===== config.mk =====
export PLATFORM = sky130hd
export DESIGN_NAME = lin_master_frame_controller_core
export DESIGN_NICKNAME = d
export VERILOG_FILES = /design/src/rtl/lmfc_pkg.sv /design/src/rtl/lin_master_frame_controller_core.sv
export SDC_FILE = /design/constraint.sdc
export NUM_CORES = 1
export LEC_CHECK = 0
export BUFFER_PORTS_ARGS = -buffer_cell sky130_fd_sc_hd__buf_2
export CAP_MARGIN = 20
export CORE_MARGIN = 4
export CORE_UTILIZATION = 35
export DETAILED_ROUTE_END_ITERATION = 8
export GPL_TIMING_DRIVEN = 0
export PLACE_DENSITY_LB_ADDON = 0.05
export SYNTH_ARGS = -nofsm -noshare
export SYNTH_HDL_FRONTEND = slang
export SYNTH_SLANG_ARGS = --single-unit

===== constraint.sdc =====
create_clock -name clk -period 7.7 [get_ports clk]
set_clock_uncertainty 0.2 [all_clocks]
set_input_delay 0.385 -clock clk [delete_from_list [all_inputs] [get_ports clk]]
set_output_delay 0.385 -clock clk [all_outputs]
set_load 0.01 [all_outputs]

===== src/rtl/lmfc_pkg.sv =====
`default_nettype none

package lmfc_pkg;

	// Largest response a frame may carry, in bytes.
	localparam int MAX_FRAME_BYTES = 8;

	localparam int BYTE_W   = 8;
	localparam int LEN_W    = 4;
	localparam int PAY_W    = MAX_FRAME_BYTES * BYTE_W;
	localparam int IDX_W    = (MAX_FRAME_BYTES > 1) ? $clog2(MAX_FRAME_BYTES) : 1;
	localparam int ERR_W    = 10;
	localparam int TMO_W    = 12;
	localparam int MAX_RES  = 4;
	localparam int RES_IDX_W = $clog2(MAX_RES);

	localparam logic [BYTE_W-1:0] SLEEP_PID  = 8'h3C;
	localparam logic [BYTE_W-1:0] WAKE_PID   = 8'h00;
	localparam logic [LEN_W-1:0]  WAKE_LEN   = 4'd2;
	localparam logic [LEN_W-1:0]  MAX_LEN    = LEN_W'(MAX_FRAME_BYTES);
	// Sleep frame data: first byte zero, the rest all ones.
	localparam logic [PAY_W-1:0]  SLEEP_DATA = {{(PAY_W - BYTE_W){1'b1}}, {BYTE_W{1'b0}}};

	// Receive timeout (10n+45)*14/10 reduces exactly to 14n+63.
	localparam logic [TMO_W-1:0] TMO_SLOPE  = TMO_W'(14);
	localparam logic [TMO_W-1:0] TMO_OFFSET = TMO_W'(63);

	typedef enum logic [2:0] {
		OP_INIT   = 3'd0,
		OP_DEINIT = 3'd1,
		OP_HEADER = 3'd2,
		OP_IRQ    = 3'd3,
		OP_STATUS = 3'd4,
		OP_SLEEP  = 3'd5,
		OP_WAKE   = 3'd6
	} op_t;

	typedef enum logic [3:0] {
		ST_UNINIT = 4'd0,
		ST_OPER   = 4'd1,
		ST_SLEEP  = 4'd2,
		ST_TXBUSY = 4'd3,
		ST_TXOK   = 4'd4,
		ST_TXERR  = 4'd5,
		ST_RXBUSY = 4'd6,
		ST_RXOK   = 4'd7,
		ST_RXERR  = 4'd8
	} status_t;

	// Everything one operation reports, held in the output register.
	typedef struct packed {
		logic [RES_IDX_W-1:0]          last_idx;
		logic [MAX_RES-1:0][BYTE_W-1:0] bytes;
		logic                          byte_valid;
		status_t                       status;
		logic [PAY_W-1:0]              payload;
		logic                          resync;
		logic                          ok;
	} res_t;

endpackage

`default_nettype wire


===== src/rtl/lin_master_frame_controller_core.sv =====
`default_nettype none

// Channel   Handshake               Transaction content
// in        in_valid / in_ready     op, pid, frame_length, master_response,
//                                   enhanced_checksum, tx_payload, status flags,
//                                   error_flags, rx_byte
// out       out_valid / out_ready   bus_byte_valid, bus_byte, channel_status,
//                                   rx_payload, resync_request, request_ok, last_item
//
// An input transaction lands in the input register; once the output register is free,
// the whole operation is evaluated and its results are loaded into the output register.
// A send_header, go_to_sleep or wake_up that sends a header yields three or four
// results, one per cycle from the output register while out_ready is high; every other
// operation yields one. Single-result operations go at one transaction per cycle while
// out_ready is high; after a header the next one waits until its last result is taken.
// Reset clears channel status, counters and both pipeline valids; no clearing pass is needed.
// A stalled output holds the output register, then the input register, then in_ready.

module lin_master_frame_controller_core (
	input  wire logic                                        clk,
	input  wire logic                                        arst_n,
	input  wire logic                                        in_valid,
	output logic                                             in_ready,
	input  wire logic [2:0]                                  op,
	input  wire logic [lmfc_pkg::BYTE_W-1:0]                 pid,
	input  wire logic [lmfc_pkg::LEN_W-1:0]                  frame_length,
	input  wire logic                                        master_response,
	input  wire logic                                        enhanced_checksum,
	input  wire logic [lmfc_pkg::PAY_W-1:0]                  tx_payload,
	input  wire logic                                        flag_tx_ready,
	input  wire logic                                        flag_rx_ready,
	input  wire logic                                        flag_frame_complete,
	input  wire logic [lmfc_pkg::ERR_W-1:0]                  error_flags,
	input  wire logic [lmfc_pkg::BYTE_W-1:0]                 rx_byte,
	output logic                                             out_valid,
	input  wire logic                                        out_ready,
	output logic                                             bus_byte_valid,
	output logic [lmfc_pkg::BYTE_W-1:0]                      bus_byte,
	output logic [3:0]                                       channel_status,
	output logic [lmfc_pkg::PAY_W-1:0]                       rx_payload,
	output logic                                             resync_request,
	output logic                                             request_ok,
	output logic                                             last_item
);
	import lmfc_pkg::*;

	// Input register.
	logic               valid_s1;
	op_t                op_s1;
	logic [BYTE_W-1:0]  pid_s1;
	logic [LEN_W-1:0]   len_s1;
	logic               master_s1;
	logic               enh_s1;
	logic [PAY_W-1:0]   tx_payload_s1;
	logic               txr_s1;
	logic               rxr_s1;
	logic               frc_s1;
	logic               err_s1;
	logic [BYTE_W-1:0]  rx_byte_s1;

	// Output register and its result counter.
	logic               valid_s2;
	res_t               res_s2;
	logic [RES_IDX_W-1:0] res_idx_q;

	// Channel state.
	status_t            status_q;
	logic               sleep_q;
	logic [PAY_W-1:0]   tx_store_q;
	logic [LEN_W-1:0]   tx_left_q;
	logic [IDX_W-1:0]   tx_idx_q;
	logic [PAY_W-1:0]   rx_store_q;
	logic [LEN_W-1:0]   rx_left_q;
	logic [IDX_W-1:0]   rx_idx_q;

	// Next state and result of the operation in the input register.
	status_t            st_n;
	logic               sleep_n;
	logic [PAY_W-1:0]   tx_store_n;
	logic [LEN_W-1:0]   tx_left_n;
	logic [IDX_W-1:0]   tx_idx_n;
	logic [PAY_W-1:0]   rx_store_n;
	logic [LEN_W-1:0]   rx_left_n;
	logic [IDX_W-1:0]   rx_idx_n;
	res_t               res_n;

	// Header request, shared by send_header, go_to_sleep and wake_up.
	logic               h_go;
	logic               h_wake;
	logic [BYTE_W-1:0]  h_pid;
	logic [LEN_W-1:0]   h_len;
	logic               h_master;
	logic               h_enh;
	logic [PAY_W-1:0]   h_pay;
	logic               h_busy;
	status_t            h_st0;
	logic [LEN_W-1:0]   h_n;
	logic [TMO_W-1:0]   h_tmo;
	logic [BYTE_W-1:0]  h_ctrl;

	logic               out_last;
	logic               out_acc;
	logic               s2_free;
	logic               fire_s1;

	assign out_last = (res_idx_q == res_s2.last_idx);
	assign out_acc  = valid_s2 && out_ready;
	assign s2_free  = !valid_s2 || (out_ready && out_last);
	assign fire_s1  = valid_s1 && s2_free;
	assign in_ready = !valid_s1 || s2_free;

	assign out_valid      = valid_s2;
	assign bus_byte_valid = res_s2.byte_valid;
	assign bus_byte       = res_s2.bytes[res_idx_q];
	assign channel_status = res_s2.status;
	assign rx_payload     = res_s2.payload;
	assign resync_request = res_s2.resync;
	assign request_ok     = res_s2.ok;
	assign last_item      = out_last;

	assign h_busy = (status_q == ST_TXBUSY) || (status_q == ST_TXERR) ||
	                (status_q == ST_RXBUSY) || (status_q == ST_RXERR);
	assign h_st0  = h_busy ? ST_OPER : status_q;

	always_comb begin
		st_n       = status_q;
		sleep_n    = sleep_q;
		tx_store_n = tx_store_q;
		tx_left_n  = tx_left_q;
		tx_idx_n   = tx_idx_q;
		rx_store_n = rx_store_q;
		rx_left_n  = rx_left_q;
		rx_idx_n   = rx_idx_q;
		res_n      = '0;
		res_n.status = status_q;
		h_go     = 1'b0;
		h_wake   = 1'b0;
		h_pid    = pid_s1;
		h_len    = len_s1;
		h_master = master_s1;
		h_enh    = enh_s1;
		h_pay    = tx_payload_s1;

		unique case (op_s1)
			OP_INIT: begin
				st_n         = ST_OPER;
				res_n.status = ST_OPER;
				res_n.ok     = 1'b1;
			end
			OP_DEINIT: begin
				st_n         = ST_UNINIT;
				res_n.status = ST_UNINIT;
				res_n.ok     = 1'b1;
			end
			OP_HEADER: begin
				h_go = 1'b1;
			end
			OP_IRQ: begin
				if (status_q == ST_TXBUSY) begin
					if (tx_left_q != '0 && txr_s1) begin
						res_n.bytes[0]   = tx_store_q[tx_idx_q*BYTE_W +: BYTE_W];
						res_n.byte_valid = 1'b1;
						tx_idx_n         = tx_idx_q + 1'b1;
						tx_left_n        = tx_left_q - 1'b1;
					end else if (sleep_q) begin
						st_n    = ST_SLEEP;
						sleep_n = 1'b0;
					end else begin
						st_n = frc_s1 ? ST_TXOK : ST_TXERR;
					end
				end else if (status_q == ST_RXBUSY) begin
					if (rx_left_q != '0 && rxr_s1) begin
						rx_store_n[rx_idx_q*BYTE_W +: BYTE_W] = rx_byte_s1;
						rx_idx_n  = rx_idx_q + 1'b1;
						rx_left_n = rx_left_q - 1'b1;
					end else if (rx_left_q == '0 && frc_s1) begin
						st_n = ST_RXOK;
					end
				end
				// Any error flag turns a still-busy channel into its error state.
				if (err_s1) begin
					if (st_n == ST_RXBUSY) begin
						st_n = ST_RXERR;
					end else if (st_n == ST_TXBUSY) begin
						st_n = ST_TXERR;
					end
				end
				res_n.status = st_n;
				res_n.ok     = 1'b1;
			end
			OP_STATUS: begin
				// The result reports the status before it is acknowledged.
				if (status_q != ST_UNINIT) begin
					res_n.ok = 1'b1;
					if (status_q == ST_RXOK || status_q == ST_RXERR) begin
						res_n.payload = rx_store_q;
						res_n.resync  = (status_q == ST_RXERR);
						st_n          = ST_OPER;
					end else if (status_q == ST_TXOK || status_q == ST_TXERR) begin
						res_n.resync = (status_q == ST_TXERR);
						st_n         = ST_OPER;
					end
				end
			end
			OP_SLEEP: begin
				if (status_q == ST_UNINIT || status_q == ST_SLEEP) begin
					res_n.ok = 1'b0;
				end else if (sleep_q) begin
					res_n.ok = 1'b1;
				end else begin
					sleep_n  = 1'b1;
					h_go     = 1'b1;
					h_pid    = SLEEP_PID;
					h_len    = MAX_LEN;
					h_master = 1'b1;
					h_enh    = 1'b0;
					h_pay    = SLEEP_DATA;
				end
			end
			OP_WAKE: begin
				if (status_q == ST_SLEEP) begin
					h_go     = 1'b1;
					h_wake   = 1'b1;
					h_pid    = WAKE_PID;
					h_len    = WAKE_LEN;
					h_master = 1'b0;
					h_enh    = 1'b0;
				end
			end
			default: begin
				res_n.ok = 1'b0;
			end
		endcase

		// Header byte arithmetic. The length saturates to the largest frame, and the
		// timeout only goes into the control byte and timeout byte of a receive frame.
		h_n    = (h_len > MAX_LEN) ? MAX_LEN : h_len;
		h_tmo  = TMO_SLOPE * TMO_W'(h_n) + TMO_OFFSET;
		h_ctrl = {h_enh, 1'b1, 1'b0, h_master,
		          h_master ? 4'd0 : h_tmo[TMO_W-1:BYTE_W]};

		if (h_go) begin
			res_n.resync = h_busy;
			if (h_st0 == ST_UNINIT) begin
				// Header on an uninitialized channel is refused without bus traffic.
				st_n         = h_st0;
				res_n.status = h_st0;
				res_n.ok     = 1'b0;
			end else begin
				res_n.ok         = 1'b1;
				res_n.byte_valid = 1'b1;
				res_n.bytes[0]   = h_pid;
				res_n.bytes[1]   = BYTE_W'(h_n);
				res_n.bytes[2]   = h_ctrl;
				if (h_master) begin
					st_n         = ST_TXBUSY;
					tx_store_n   = h_pay;
					tx_left_n    = h_n;
					tx_idx_n     = '0;
					res_n.last_idx = RES_IDX_W'(2);
				end else begin
					st_n           = ST_RXBUSY;
					rx_store_n     = '0;
					rx_left_n      = h_n;
					rx_idx_n       = '0;
					res_n.bytes[3] = h_tmo[BYTE_W-1:0];
					res_n.last_idx = RES_IDX_W'(3);
				end
				res_n.status = st_n;
				// A wake-up header leaves the channel operational at once.
				if (h_wake) begin
					st_n         = ST_OPER;
					res_n.status = ST_OPER;
				end
			end
		end
	end

	// Control registers.
	always_ff @(posedge clk or negedge arst_n) begin
		if (!arst_n) begin
			valid_s1  <= 1'b0;
			valid_s2  <= 1'b0;
			res_idx_q <= '0;
			status_q  <= ST_UNINIT;
			sleep_q   <= 1'b0;
			tx_left_q <= '0;
			tx_idx_q  <= '0;
			rx_left_q <= '0;
			rx_idx_q  <= '0;
		end else begin
			if (in_ready) begin
				valid_s1 <= in_valid;
			end
			if (fire_s1) begin
				valid_s2 <= 1'b1;
			end else if (out_acc && out_last) begin
				valid_s2 <= 1'b0;
			end
			if (out_acc) begin
				res_idx_q <= out_last ? '0 : res_idx_q + 1'b1;
			end
			if (fire_s1) begin
				status_q  <= st_n;
				sleep_q   <= sleep_n;
				tx_left_q <= tx_left_n;
				tx_idx_q  <= tx_idx_n;
				rx_left_q <= rx_left_n;
				rx_idx_q  <= rx_idx_n;
			end
		end
	end

	// Payload registers.
	always_ff @(posedge clk) begin
		if (in_valid && in_ready) begin
			op_s1         <= op_t'(op);
			pid_s1        <= pid;
			len_s1        <= frame_length;
			master_s1     <= master_response;
			enh_s1        <= enhanced_checksum;
			tx_payload_s1 <= tx_payload;
			txr_s1        <= flag_tx_ready;
			rxr_s1        <= flag_rx_ready;
			frc_s1        <= flag_frame_complete;
			err_s1        <= |error_flags;
			rx_byte_s1    <= rx_byte;
		end
		if (fire_s1) begin
			res_s2     <= res_n;
			tx_store_q <= tx_store_n;
			rx_store_q <= rx_store_n;
		end
	end

	// Results of one header transaction share status and resync.
	a_header_consistent: assert property (@(posedge clk) disable iff (!arst_n)
		out_valid && out_ready && !last_item |=>
			out_valid && channel_status == $past(channel_status) &&
			resync_request == $past(resync_request))
		else $error("header results disagree on status or resync");

	a_byte_zero: assert property (@(posedge clk) disable iff (!arst_n)
		out_valid && !bus_byte_valid |-> bus_byte == '0)
		else $error("bus byte nonzero without a write");

	a_payload_rx_only: assert property (@(posedge clk) disable iff (!arst_n)
		out_valid && rx_payload != '0 |->
			channel_status == ST_RXOK || channel_status == ST_RXERR)
		else $error("receive payload outside a receive status report");

	a_reject_single: assert property (@(posedge clk) disable iff (!arst_n)
		out_valid && !request_ok |-> !bus_byte_valid && last_item)
		else $error("rejected transaction produced bus traffic");

	a_input_holds: assert property (@(posedge clk) disable iff (!arst_n)
		valid_s1 && !s2_free |=> valid_s1)
		else $error("input register dropped a stalled transaction");

endmodule

`default_nettype wire


==> impl_metrics.tcl <==
set metrics [dict create \
    grt_pass1_vias 9445 \
    start_util_pct 35.5 \
    final_area_um2 18800 \
    pre_cts_slack_ns 2.82 \
    wl_per_cell_um 18.1 \
    drv_slew 0 \
    dieArea_um2 46000 \
    antenna_cells 0 \
    cts_buffers 39 \
    synth_area_um2 14900 \
    place.gp.congestion 0.796 \
    cts_num_sinks 341 \
    synth_edf_count 318 \
    drc_errors 0 \
    setup_ws_ns 3.00 \
    vias 9075 \
    root_buffer "clkbuf_16" \
    core_um2 42000 \
    clock.fmax_ghz 0.213 \
    startpoint_type "register" \
    die_w_um 214 \
    yosys_register_bits 341 \
    fill_cells 3910 \
    synth_cells 1051 \
    p_switching_mw 1.76 \
    internal_power_mw 4.18 \
    synth_largest_area_cell "edfxtp_1" \
    relSlewSlack_pct 47.6 \
    finalSetupViolations 0 \
    ant_nets 0 \
    dp_hpwl_um 24400 \
    power_density_nw_per_um2 315 \
    min_path_type "input pin to asynchronous set/reset pin" \
    cap_violations 0 \
    required_ns 7.80 \
    antenna_found_initial 0 \
    hold_viol_final 0 \
    seq_area_frac_synth_pct 67.9 \
    io_pins 188 \
    synth_top_area_share_pct 64.0 \
    dp_cells 1784 \
    die_h_um 214 \
    clock_path_buffers 3 \
    tightest_slew_ns 0.787 \
    grt_pass1_wl_um 55200 \
    via_per_inst 4.65 \
    power_leakage_nw 7.35 \
    avgSynthCellArea_um2 14.2 \
    routed_wirelength_um 35300 \
    areaGrowthSynthToFinish_pct 26.4 \
    synth_cell_type_count 64 \
    drt_iter0_drc 448 \
    p_clk_share_pct 28.9 \
    ir_worst_vdd_mv 0.154 \
    async_flop_share_pct 6.74 \
    h-tree-depth 2 \
    io_buffers 187 \
    postCtsResizedCells 0 \
    grt_usage_pct 15.3 \
    placed_cell_area_um2 16700 \
    switching_share_pct 29.7 \
    p_seq_share_pct 46.7 \
    post-route-period-util_pct 61.0 \
    status "finished clean" \
    grt_setup_unrepaired "no" \
    critPathKind "register to register" \
    clk_pin_slew_ns 0.06 \
    arrival_ns 4.79 \
    tritoncts "built" \
    end_kind "register" \
    post-route-util_pct 44.8 \
    worst_r2r_path_depth 15 \
    pwr-share-comb_pct 24.4 \
    stdcell_count 1951 \
    rows 75 \
    final_layout_size_suffix_gt1_share_pct 29.6 \
    layout.nets 1507 \
    min_period_ns 4.70 \
    synth_nets 1174 \
    grt-ovfl-total 0 \
    first_pass_iters 5 \
    yosys_warnings 0 \
    synth_area_leaders "edfxtp_1 64%, mux2i_1 4.3%, dfrtp_1 3.9%, buf_4 3.5%, and2_1 2.9%" \
    ys.flop_type "edfxtp_1" \
    cp_max_fo 10 \
    worstSkewPairLatency_ns 0.56 \
    grt_max_degree 63 \
]
## stage by stage
step	TNS [ns]	hold WS, ns	total power [mW]
after detailed placement	0	0.244	4.25
final	0	0.182	5.94
after global routing	0	0.224	6.29
after CTS	0	0.178	6.04
after global placement	-281.12	0.238	4.31
after floorplan	0	-0.111	3.75
## cell type report
class                           count  area [um2]  share of cell area [%]
Inverter                           26        97.6                   0.518
Tap cell                          539         674                    3.58
Clock buffer                       46        1000                    5.32
Timing Repair Buffer              292        2070                    11.0
Sequential cell                   341       10100                    53.7
Multi-Input combinational cell    561        3960                    21.0
Buffer                            123         742                    3.94
Clock inverter                     23         169                   0.896
## Yosys cell counts, types with 9 or more instances
cell type,number
a21oi_1,40
a22o_1,9
and2_1,68
buf_4,69
clkbuf_1,40
dfrtp_1,23
edfxtp_1,318
ha_1,13
inv_1,24
mux2i_1,64
mux4_2,17
nand2_1,47
nand2b_1,9
nand3_1,14
nor2_1,79
nor2b_1,15
nor3_1,9
o21ai_0,25
or2_2,58
## layer usage
metal | GRT usage (%) | vias to the layer above | part of all wire [%]
li1 | - | 4411 | -
met1 | 20.2 | 4416 | 44
met2 | 26.2 | 200 | 50
met3 | 2.72 | 48 | 3.9
met4 | 4.52 | 0 | 2.2
met5 | 0 | - | 0
## critical path, stage by stage, from the launching register on
cell and delay, ns:
edfxtp_1 0.35, buf_2 0.19, nand2b_1 0.19, nor4_1 0.27
buf_2 0.32, nor2_1 0.08, a21boi_1 0.49, inv_1 0.30
fa_1 0.51, ha_1 0.22, fa_1 0.40, xnor2_1 0.19
nor4_1 0.26, o31a_1 0.24, xor2_1 0.16, nor2_1 0.05
## registers in the layout (all words and copies together) (netlist names), 2 cells and up
register and flops:
len_s1 4, tx_idx_q 3, status_q 4, tx_left_q 4, tx_store_q 64, channel_status 4
rx_byte_s1 8, op_s1 3, pid_s1 8, rx_store_q 64, rx_idx_q 3, res_s2 26
tx_payload_s1 64, rx_payload 64, rx_left_q 4, res_idx_q 2
## cells in the final DEF, fill, tap and decap left out, types with 17 or more instances in the layout
| cell type | instances |
|---|---|
| mux2i_1 | 64 |
| mux4_2 | 17 |
| buf_2 | 195 |
| dlygate4sd3_1 | 98 |
| buf_4 | 70 |
| inv_1 | 24 |
| dfrtp_1 | 23 |
| a21oi_1 | 40 |
| edfxtp_1 | 318 |
| nor2_1 | 78 |
| clkbuf_1 | 46 |
| or2_2 | 58 |
| clkbuf_16 | 39 |
| o21ai_0 | 25 |
| and2_1 | 67 |
| nand2_1 | 47 |
## worst paths after layout
kind / start / endpoint / slack (ns)
min in group clk: valid_s1 / out_valid / 0.30
hold reg to reg: valid_s1 / out_valid / 0.30
hold / removal: arst_n / tx_idx_q[1] / 0.18
setup reg to reg: op_s1[1] / res_s2[101] / 3.00
setup / recovery: op_s1[1] / res_s2[101] / 3.00
max in group asynchronous: arst_n / out_valid / 6.71
## power groups by stage
stage,Clock (mW),Combinational [mW],Sequential (mW)
after floorplan,0,0.921,2.83
after global placement,0,1.36,2.95
after detailed placement,0,1.44,2.81
after CTS,1.78,1.48,2.78
after global routing,1.86,1.61,2.81
final,1.72,1.45,2.77
## cells by family (layout without fill, tap and decap cells)
kind of cell / after synthesis / in the layout / share of synthesized area, %
flip-flops: 341 / 341 / 67.9
AND/OR/NAND/NOR: 340 / 340 / 12.5
buffers and inverters: 149 / 510 / 5.61
AO/OA/AOI/OAI: 108 / 108 / 4.49
multiplexers: 88 / 88 / 7.39
adder cells (fa/ha/maj): 17 / 17 / 1.63
XOR/XNOR: 8 / 8 / 0.470
## repair_timing
item | 4_1_cts | 5_1_grt
hold buffers | 98 | 0
endpoints found under the hold margin | 118 | 0
buffers inserted | 0 | 0
No activity file was read; power rests on OpenSTA's default activity.
